## src/hw/rtl/ucf_pkg.sv

```systemverilog
// ucf_pkg: shared widths, register indexes and the decode result type
// for the utf-8 code point filter. No dependencies.

package ucf_pkg;

	localparam int BYTE_W         = 8;
	localparam int CP_W           = 21;
	localparam int TABLE_ENTRIES  = 21;
	localparam int SLOTS_PER_PACK = 3;
	localparam int PACK_COUNT     = 7;
	localparam int PACK_W         = CP_W * SLOTS_PER_PACK;
	localparam int CNT_W          = 5;
	localparam int CFG_IDX_W      = 3;
	localparam int PACK_IDX_W     = 3;
	localparam int SLOT_W         = 2;
	localparam int HELD_DEPTH     = 4;
	localparam int LEN_W          = 3;

	// configuration register indexes
	localparam logic [CFG_IDX_W-1:0] REG_SPECIAL_COUNT  = 3'd0;
	localparam logic [CFG_IDX_W-1:0] REG_SPECIAL_PACK_0 = 3'd1;

	// result of looking at the held bytes from the lead byte on
	typedef struct packed {
		logic [LEN_W-1:0] len;   // wanted length, 0 for a bad lead
		logic             good;  // continuation bytes well formed
		logic [CP_W-1:0]  cp;    // decoded code point
	} ucf_dec_t;

endpackage

```

## src/hw/rtl/ucf_cfg_regs.sv

```systemverilog
// ucf_cfg_regs: removal table count and packed code point registers,
// with one table entry selected for the shared compare. Uses ucf_pkg.

module ucf_cfg_regs import ucf_pkg::*; (
	input  logic                  clk,
	input  logic                  arst_n,
	input  logic                  cfg_we,
	input  logic [CFG_IDX_W-1:0]  cfg_idx,
	input  logic [PACK_W-1:0]     cfg_wdata,
	input  logic [PACK_IDX_W-1:0] sel_pack,
	input  logic [SLOT_W-1:0]     sel_slot,
	output logic [CP_W-1:0]       entry,
	output logic [CNT_W-1:0]      entry_count
);

	logic [CNT_W-1:0]  count_q;
	logic [PACK_W-1:0] pack_q [PACK_COUNT];
	logic [PACK_W-1:0] pack_sel;
	logic [CFG_IDX_W-1:0] pack_wr_idx;

	assign pack_wr_idx = cfg_idx - REG_SPECIAL_PACK_0;

	// register writes
	always_ff @(posedge clk or negedge arst_n) begin
		if (!arst_n) begin
			count_q <= '0;
			for (int i = 0; i < PACK_COUNT; i++) begin
				pack_q[i] <= '0;
			end
		end else if (cfg_we) begin
			if (cfg_idx == REG_SPECIAL_COUNT) begin
				count_q <= cfg_wdata[CNT_W-1:0];
			end else begin
				pack_q[pack_wr_idx[PACK_IDX_W-1:0]] <= cfg_wdata;
			end
		end
	end

	// count saturates at the table size
	assign entry_count = (count_q > CNT_W'(TABLE_ENTRIES)) ? CNT_W'(TABLE_ENTRIES) : count_q;

	// entry select
	assign pack_sel = pack_q[sel_pack];

	always_comb begin
		unique case (sel_slot)
			2'd0:    entry = pack_sel[0*CP_W +: CP_W];
			2'd1:    entry = pack_sel[1*CP_W +: CP_W];
			2'd2:    entry = pack_sel[2*CP_W +: CP_W];
			default: entry = '0;
		endcase
	end

endmodule

```

## src/hw/rtl/ucf_decoder.sv

```systemverilog
// ucf_decoder: lead byte length, continuation check and code point
// assembly over the held bytes. Uses ucf_pkg.

module ucf_decoder import ucf_pkg::*; (
	input  logic [BYTE_W-1:0] held [HELD_DEPTH],
	output ucf_dec_t          dec
);

	logic [BYTE_W-1:0] lead;
	logic              c1, c2, c3;

	assign lead = held[0];
	assign c1   = (held[1][7:6] == 2'b10);
	assign c2   = (held[2][7:6] == 2'b10);
	assign c3   = (held[3][7:6] == 2'b10);

	// length from the lead byte, then the continuation check and code point
	always_comb begin
		dec = '0;
		priority if (lead[7] == 1'b0) begin
			dec.len  = 3'd1;
			dec.good = 1'b1;
			dec.cp   = CP_W'(lead);
		end else if (lead[7:5] == 3'b110) begin
			dec.len  = 3'd2;
			dec.good = c1;
			dec.cp   = CP_W'({lead[4:0], held[1][5:0]});
		end else if (lead[7:4] == 4'b1110) begin
			dec.len  = 3'd3;
			dec.good = c1 && c2;
			dec.cp   = CP_W'({lead[3:0], held[1][5:0], held[2][5:0]});
		end else if (lead[7:3] == 5'b11110) begin
			dec.len  = 3'd4;
			dec.good = c1 && c2 && c3;
			dec.cp   = {lead[2:0], held[1][5:0], held[2][5:0], held[3][5:0]};
		end else begin
			dec.len  = 3'd0;
			dec.good = 1'b0;
			dec.cp   = '0;
		end
	end

endmodule

```

## src/hw/rtl/utf8_codepoint_filter.sv

```systemverilog
// utf8_codepoint_filter: top level, held byte buffer, scan sequencer and
// output register. Uses ucf_pkg, ucf_cfg_regs and ucf_decoder.
//
//   channel | signals                                  | direction
//   --------+------------------------------------------+----------
//   in      | in_valid in_ready in_byte in_last        | into block
//   out     | out_valid out_ready out_byte out_has_byte out_last | out of block
//   cfg     | cfg_we cfg_idx cfg_wdata                 | into block
//
// Each byte is taken in the idle state and then scanned; each complete
// sequence is checked against the table one entry per cycle through the
// shared comparator (count capped at 21), stopping early on a hit, and
// each byte sent passes through the emit state.
// in_ready is high only while the sequencer waits for the next byte.
// A stalled out_ready holds the sequencer at its next send or at the flush.
// Reset clears the table, the held count and all control state.

module utf8_codepoint_filter import ucf_pkg::*; (
	input  logic                 clk,
	input  logic                 arst_n,
	input  logic                 in_valid,
	output logic                 in_ready,
	input  logic [BYTE_W-1:0]    in_byte,
	input  logic                 in_last,
	output logic                 out_valid,
	input  logic                 out_ready,
	output logic [BYTE_W-1:0]    out_byte,
	output logic                 out_has_byte,
	output logic                 out_last,
	input  logic                 cfg_we,
	input  logic [CFG_IDX_W-1:0] cfg_idx,
	input  logic [PACK_W-1:0]    cfg_wdata
);

	typedef enum logic [4:0] {
		S_IDLE  = 5'b00001,
		S_SCAN  = 5'b00010,
		S_MATCH = 5'b00100,
		S_EMIT  = 5'b01000,
		S_FIN   = 5'b10000
	} ucf_state_t;

	ucf_state_t state_q;

	logic [BYTE_W-1:0]     held_q [HELD_DEPTH];
	logic [LEN_W-1:0]      count_q;
	logic                  last_q;
	logic [LEN_W-1:0]      emit_left_q;
	logic                  emit_tail_q;
	logic [CNT_W-1:0]      k_q;
	logic [PACK_IDX_W-1:0] pack_q;
	logic [SLOT_W-1:0]     slot_q;
	logic                  pend_valid_q;
	logic [BYTE_W-1:0]     pend_byte_q;
	logic                  out_valid_q;
	logic [BYTE_W-1:0]     out_byte_q;
	logic                  out_has_q;
	logic                  out_last_q;

	ucf_dec_t              dec;
	logic [CP_W-1:0]       entry;
	logic [CNT_W-1:0]      entry_count;
	logic                  out_free;
	logic                  can_push;
	logic [LEN_W-1:0]      drop_n;
	logic [HELD_DEPTH*BYTE_W-1:0] held_vec;
	logic [HELD_DEPTH*BYTE_W-1:0] drop_vec;

	ucf_cfg_regs u_cfg (
		.clk         (clk),
		.arst_n      (arst_n),
		.cfg_we      (cfg_we),
		.cfg_idx     (cfg_idx),
		.cfg_wdata   (cfg_wdata),
		.sel_pack    (pack_q),
		.sel_slot    (slot_q),
		.entry       (entry),
		.entry_count (entry_count)
	);

	ucf_decoder u_dec (
		.held (held_q),
		.dec  (dec)
	);

	assign in_ready     = (state_q == S_IDLE);
	assign out_valid    = out_valid_q;
	assign out_byte     = out_byte_q;
	assign out_has_byte = out_has_q;
	assign out_last     = out_last_q;

	assign out_free = !out_valid_q || out_ready;
	assign can_push = !pend_valid_q || out_free;

	// front drop of the held buffer: a whole sequence on a table hit, else one byte
	assign drop_n = (state_q == S_MATCH) ? dec.len : 3'd1;

	always_comb begin
		for (int i = 0; i < HELD_DEPTH; i++) begin
			held_vec[i*BYTE_W +: BYTE_W] = held_q[i];
		end
	end

	assign drop_vec = held_vec >> {drop_n, 3'b000};

	// sequencer
	always_ff @(posedge clk or negedge arst_n) begin
		if (!arst_n) begin
			state_q      <= S_IDLE;
			count_q      <= '0;
			last_q       <= 1'b0;
			emit_left_q  <= '0;
			emit_tail_q  <= 1'b0;
			k_q          <= '0;
			pack_q       <= '0;
			slot_q       <= '0;
			pend_valid_q <= 1'b0;
			out_valid_q  <= 1'b0;
		end else begin
			// output transfer frees the register
			if (out_valid_q && out_ready) begin
				out_valid_q <= 1'b0;
			end

			unique case (state_q)
				S_IDLE: begin
					if (in_valid) begin
						held_q[count_q[1:0]] <= in_byte;
						count_q <= count_q + 3'd1;
						last_q  <= in_last;
						state_q <= S_SCAN;
					end
				end

				S_SCAN: begin
					if (count_q == '0 || (dec.len != '0 && count_q < dec.len)) begin
						// nothing complete left: tail flush on the last byte
						if (last_q && count_q != '0) begin
							emit_left_q <= count_q;
							emit_tail_q <= 1'b1;
							state_q     <= S_EMIT;
						end else begin
							state_q <= S_FIN;
						end
					end else if (dec.len == '0) begin
						// bad lead byte is dropped
						for (int i = 0; i < HELD_DEPTH; i++) begin
							held_q[i] <= drop_vec[i*BYTE_W +: BYTE_W];
						end
						count_q <= count_q - 3'd1;
					end else if (!dec.good) begin
						// bad continuation: lead goes out alone
						emit_left_q <= 3'd1;
						emit_tail_q <= 1'b0;
						state_q     <= S_EMIT;
					end else begin
						k_q     <= '0;
						pack_q  <= '0;
						slot_q  <= '0;
						state_q <= S_MATCH;
					end
				end

				S_MATCH: begin
					if (k_q >= entry_count) begin
						// no table hit: send the sequence unchanged
						emit_left_q <= dec.len;
						emit_tail_q <= 1'b0;
						state_q     <= S_EMIT;
					end else if (entry == dec.cp) begin
						// table hit: drop the whole sequence
						for (int i = 0; i < HELD_DEPTH; i++) begin
							held_q[i] <= drop_vec[i*BYTE_W +: BYTE_W];
						end
						count_q <= count_q - dec.len;
						state_q <= S_SCAN;
					end else begin
						k_q <= k_q + 5'd1;
						if (slot_q == SLOT_W'(SLOTS_PER_PACK - 1)) begin
							slot_q <= '0;
							pack_q <= pack_q + 3'd1;
						end else begin
							slot_q <= slot_q + 2'd1;
						end
					end
				end

				S_EMIT: begin
					// newest byte waits in pend so the final one can take the last flag
					if (can_push) begin
						if (pend_valid_q) begin
							out_valid_q <= 1'b1;
							out_byte_q  <= pend_byte_q;
							out_has_q   <= 1'b1;
							out_last_q  <= 1'b0;
						end
						pend_valid_q <= 1'b1;
						pend_byte_q  <= held_q[0];
						for (int i = 0; i < HELD_DEPTH; i++) begin
							held_q[i] <= drop_vec[i*BYTE_W +: BYTE_W];
						end
						count_q     <= count_q - 3'd1;
						emit_left_q <= emit_left_q - 3'd1;
						if (emit_left_q == 3'd1) begin
							state_q <= emit_tail_q ? S_FIN : S_SCAN;
						end
					end
				end

				S_FIN: begin
					if (out_free) begin
						if (pend_valid_q) begin
							out_valid_q  <= 1'b1;
							out_byte_q   <= pend_byte_q;
							out_has_q    <= 1'b1;
							out_last_q   <= last_q;
							pend_valid_q <= 1'b0;
						end else if (last_q) begin
							// bare end marker
							out_valid_q <= 1'b1;
							out_byte_q  <= '0;
							out_has_q   <= 1'b0;
							out_last_q  <= 1'b1;
						end
						state_q <= S_IDLE;
					end
				end

				default: begin
					state_q <= S_IDLE;
				end
			endcase
		end
	end

endmodule
```

## config.mk

```make
export PLATFORM = sky130hd
export DESIGN_NAME = utf8_codepoint_filter
export DESIGN_NICKNAME = d
export VERILOG_FILES = /design/src/hw/rtl/ucf_pkg.sv /design/src/hw/rtl/ucf_cfg_regs.sv /design/src/hw/rtl/ucf_decoder.sv /design/src/hw/rtl/utf8_codepoint_filter.sv
export SDC_FILE = /design/constraint.sdc
export NUM_CORES = 1
export LEC_CHECK = 0
export ABC_CLOCK_PERIOD_IN_PS = 4700
export BUFFER_PORTS_ARGS = -buffer_cell sky130_fd_sc_hd__buf_2
export CORE_MARGIN = 3
export CORE_UTILIZATION = 35
export CTS_BUF_LIST = sky130_fd_sc_hd__clkbuf_4
export DETAILED_ROUTE_END_ITERATION = 12
export SLEW_MARGIN = 40
export SYNTH_ARGS = -nofsm -noshare
export SYNTH_HDL_FRONTEND = slang
export SYNTH_HIERARCHICAL = 1
export SYNTH_SLANG_ARGS = --single-unit
```

## constraint.sdc

```tcl
create_clock -name clk -period 4.7 [get_ports clk]
set_clock_uncertainty 0.2 [all_clocks]
set_input_delay 0.47 -clock clk [delete_from_list [all_inputs] [get_ports clk]]
set_output_delay 0.47 -clock clk [all_outputs]
set_load 0.03 [all_outputs]
```

==> results.ini <==
[sta]
hold_viol_final = 0
rsz0062_at_grt = no
fin_crit_sh_pct = 94.9
tightest_slew_ns = 0.816
tns_ns = 0
timing.slew.headroom_pct = 45.6
max_freq_mhz = 224
final_max_slew_viol_count = 0
period_minus_slack_ns = 4.46
setup_viol = 0
fin_ws_ns = 0.241

[synth]
syn_inst = 1842
yosysTopAreaCellShare_pct = 46.5
synth_top_cell_by_area = dfrtp_1
synth-seq-area-share_pct = 52.5
synth_area_leaders = dfrtp_1 (46%), mux2_2 (19%), edfxtp_1 (5.9%)
synth_enable_flop_cells = 50
yosysMostFrequentCell = dfrtp_1
ys.flop_type = dfrtp_1
synth_commonest_cells = dfrtp_1 (470), mux2_2 (422), mux2i_1 (77)
synth_nets = 1938
syn_avg_cell_area_sq_um = 13.7
ys_ff_latch = 521
yosysUniqueCellTypes = 83
async_reset_ff_share_pct = 90.4
ys_warn_count = 6
syn-cell-area_sq_um = 25300

[power_and_ir_drop]
leakage_uw = 0.0125
switching_share_pct = 32.0
p_clk_share_pct = 26.9
peakVddDrop_v = 0.000262
cellPowerDensity_nw_per_um2 = 534
switchingPower_uw = 5100
share_seq_of_total_power_pct = 41.7
comb_power_share_pct = 31.4
power.internal_uw = 10800

[placed_design]
placed_cells = 2828
dp_hpwl_microns = 43400
dp_slack_ns = 0.233
gp_congestion = 0.873
io_buffers = 91

[final_layout]
layout.nets = 2215
syn_to_final_growth_pct = 18.0
drive_gt1_share_pct = 42.0
layoutNonFillerInstCount = 3170

[routing]
drc = 0
dr.pass1.iters = 5
vias = 17000
first_iter_violations = 1009
drt-total-wl_microns = 68900
via_per_inst = 5.36
drtAntennaViolNets = 0
wl_per_cell_microns = 21.7

[cts]
cts_buffer_depth = 3
post-cts-setup-buffers = 0
cts_tree = yes
cts_buffers = 144
clock_sink_count = 521
cts-root-buf = clkbuf_4
cts.reportedPaths.clkPinSlew_ns = 0.06
clk_latency_ns = 0.93
htreeDepth = 4

[critical_path]
critPathRequiredTime_ns = 5.10
crit_type = register to register
endpoint_kind = register
start_kind = register
worst_path_largest_cell_delay_ns = 0.49
cp_common_cell = buf_4
arrival_ns = 4.86
path_cells = buf_12 -> buf_12 -> buf_4 -> mux4_2 -> nor2_1 -> a211oi_1 -> or3_1 -> xor2_1 -> nor4_1 -> nand4_1 -> buf_4 -> o31ai_1 -> nand3_1 -> nor2_1 -> buf_4
slowest_stage = dfrtp_4
cp_max_fo = 14

[global_route]
use_met2_pct = 30.2
grt_pass1_vias = 18300
grt_use_met3_pct = 3.96
busiest_layer = met2
antenna_found_initial = 9
met1_usage_pct = 24.1
grt_max_degree = 165
grt_pass1_wl_microns = 108000
track_usage_pct = 18.6
grt.overflow.total = 0

[floorplanning]
core-area_sq_um = 70900
die_area_sq_um = 75600
die_w_microns = 275
die_h_microns = 275
floorplan.initialDensity_pct = 35.7
row_count = 97
num_io_pins = 92

[outcome]
outcome = complete, no violations

[min_path]
hp-class = input port to register

[job]
maxCapViolations = 0

cell usage in the layout (no fill, tap or decap), types with 42 or more instances in the layout:
cell type / Yosys / layout
dfrtp_1: 470 / 467
mux2_2: 422 / 422
clkbuf_4: 3 / 220
buf_2: 59 / 90
dlygate4sd3_1: 0 / 83
mux2i_1: 77 / 77
a2bb2oi_1: 74 / 74
nor2_1: 63 / 63
mux4_2: 61 / 61
buf_4: 11 / 58
edfxtp_1: 50 / 50
nand2_1: 47 / 47
o21ai_0: 43 / 43
a211oi_1: 42 / 42
state kept, by name, indices dropped and copies added (netlist names):
name / flops
count_q: 3
emit_left_q: 3
emit_tail_q: 1
held_q: 32
k_q: 5
last_q: 1
out_byte: 8
out_has_byte: 1
out_last: 1
out_valid: 1
pack_q: 3
pend_byte_q: 8
pend_valid_q: 1
slot_q: 2
state_q: 5
u_cfg/count_q: 5
u_cfg/pack_q: 441
worst max-delay path: cells and delay by family, from the launching register on:
kind | cells | cell delay [ns]
AND/OR/NAND/NOR | 6 | 1.49
buffers and inverters | 5 | 0.93
flip-flops | 1 | 0.49
multiplexers | 1 | 0.49
AO/OA/AOI/OAI | 2 | 0.40
XOR/XNOR | 1 | 0.15
layout make-up:
class / instances / area [sq um]
Fill cell: 6667 / 41000
Clock inverter: 32 / 258
Tap cell: 940 / 1180
Inverter: 35 / 131
Clock buffer: 220 / 1650
Timing Repair Buffer: 254 / 2180
Sequential cell: 521 / 13300
Multi-Input combinational cell: 1163 / 11200
Antenna cell: 5 / 12.5
cell families after synthesis:
family          after synthesis  synth area share [%]
compound gates              301                  8.60
xor+xnor                     26                 0.899
fa+ha+maj                    16                 0.850
buf+inv                     158                  3.66
flops                       521                  52.5
mux                         588                  28.6
simple gates                232                  4.89
power groups by stage:
stage	clock (uW)	sequential, uW	combinational [uW]
after floorplan	0	6410	3660
after global placement	0	6620	4790
after detailed placement	0	6700	4940
after CTS	4460	6620	5040
after global routing	4730	6790	5440
final	4290	6650	5010
routing by layer:
metal  wire [microns]  up-vias  part of all wire, %
met3             3710      118                  5.4
li1                 -     7585                    -
met4             1850        2                  2.7
met1            30100     8826                   44
met5               13        -                0.019
met2            33200      475                   48
repair_timing:
action | 4_1_cts | 5_1_grt
hold buffers | 84 | 0
endpoints found under the hold margin | 824 | 0
gates resized for setup | 0 | 2
endpoints found under the setup margin | 0 | 27
worst paths after layout:
kind,startpoint,to,slack [ns],cells after the start
setup / recovery,pack_q[0],held_q[0],0.24,15
hold / removal,cfg_wdata[39],u_cfg/pack_q[354],0.20,3
setup reg to reg,pack_q[0],held_q[0],0.24,15
hold reg to reg,u_cfg/pack_q[347],u_cfg/pack_q[347],0.29,1
max in group asynchronous,arst_n,u_cfg/pack_q[213],2.40,6
min in group asynchronous,arst_n,out_valid,0.57,4
metrics by stage:
stage	util [%]	instance area [sq um]	hold WS, ns	total power [uW]
final	42.1	29900	0.202	15900
after global routing	42.1	29900	0.100	17000
after CTS	42.1	29800	0.0435	16100
after detailed placement	38.2	27000	0.232	11600
after global placement	38.1	27000	0.261	11400
after floorplan	-	25300	-0.0256	10100
No activity file was read; power rests on OpenSTA's default activity.
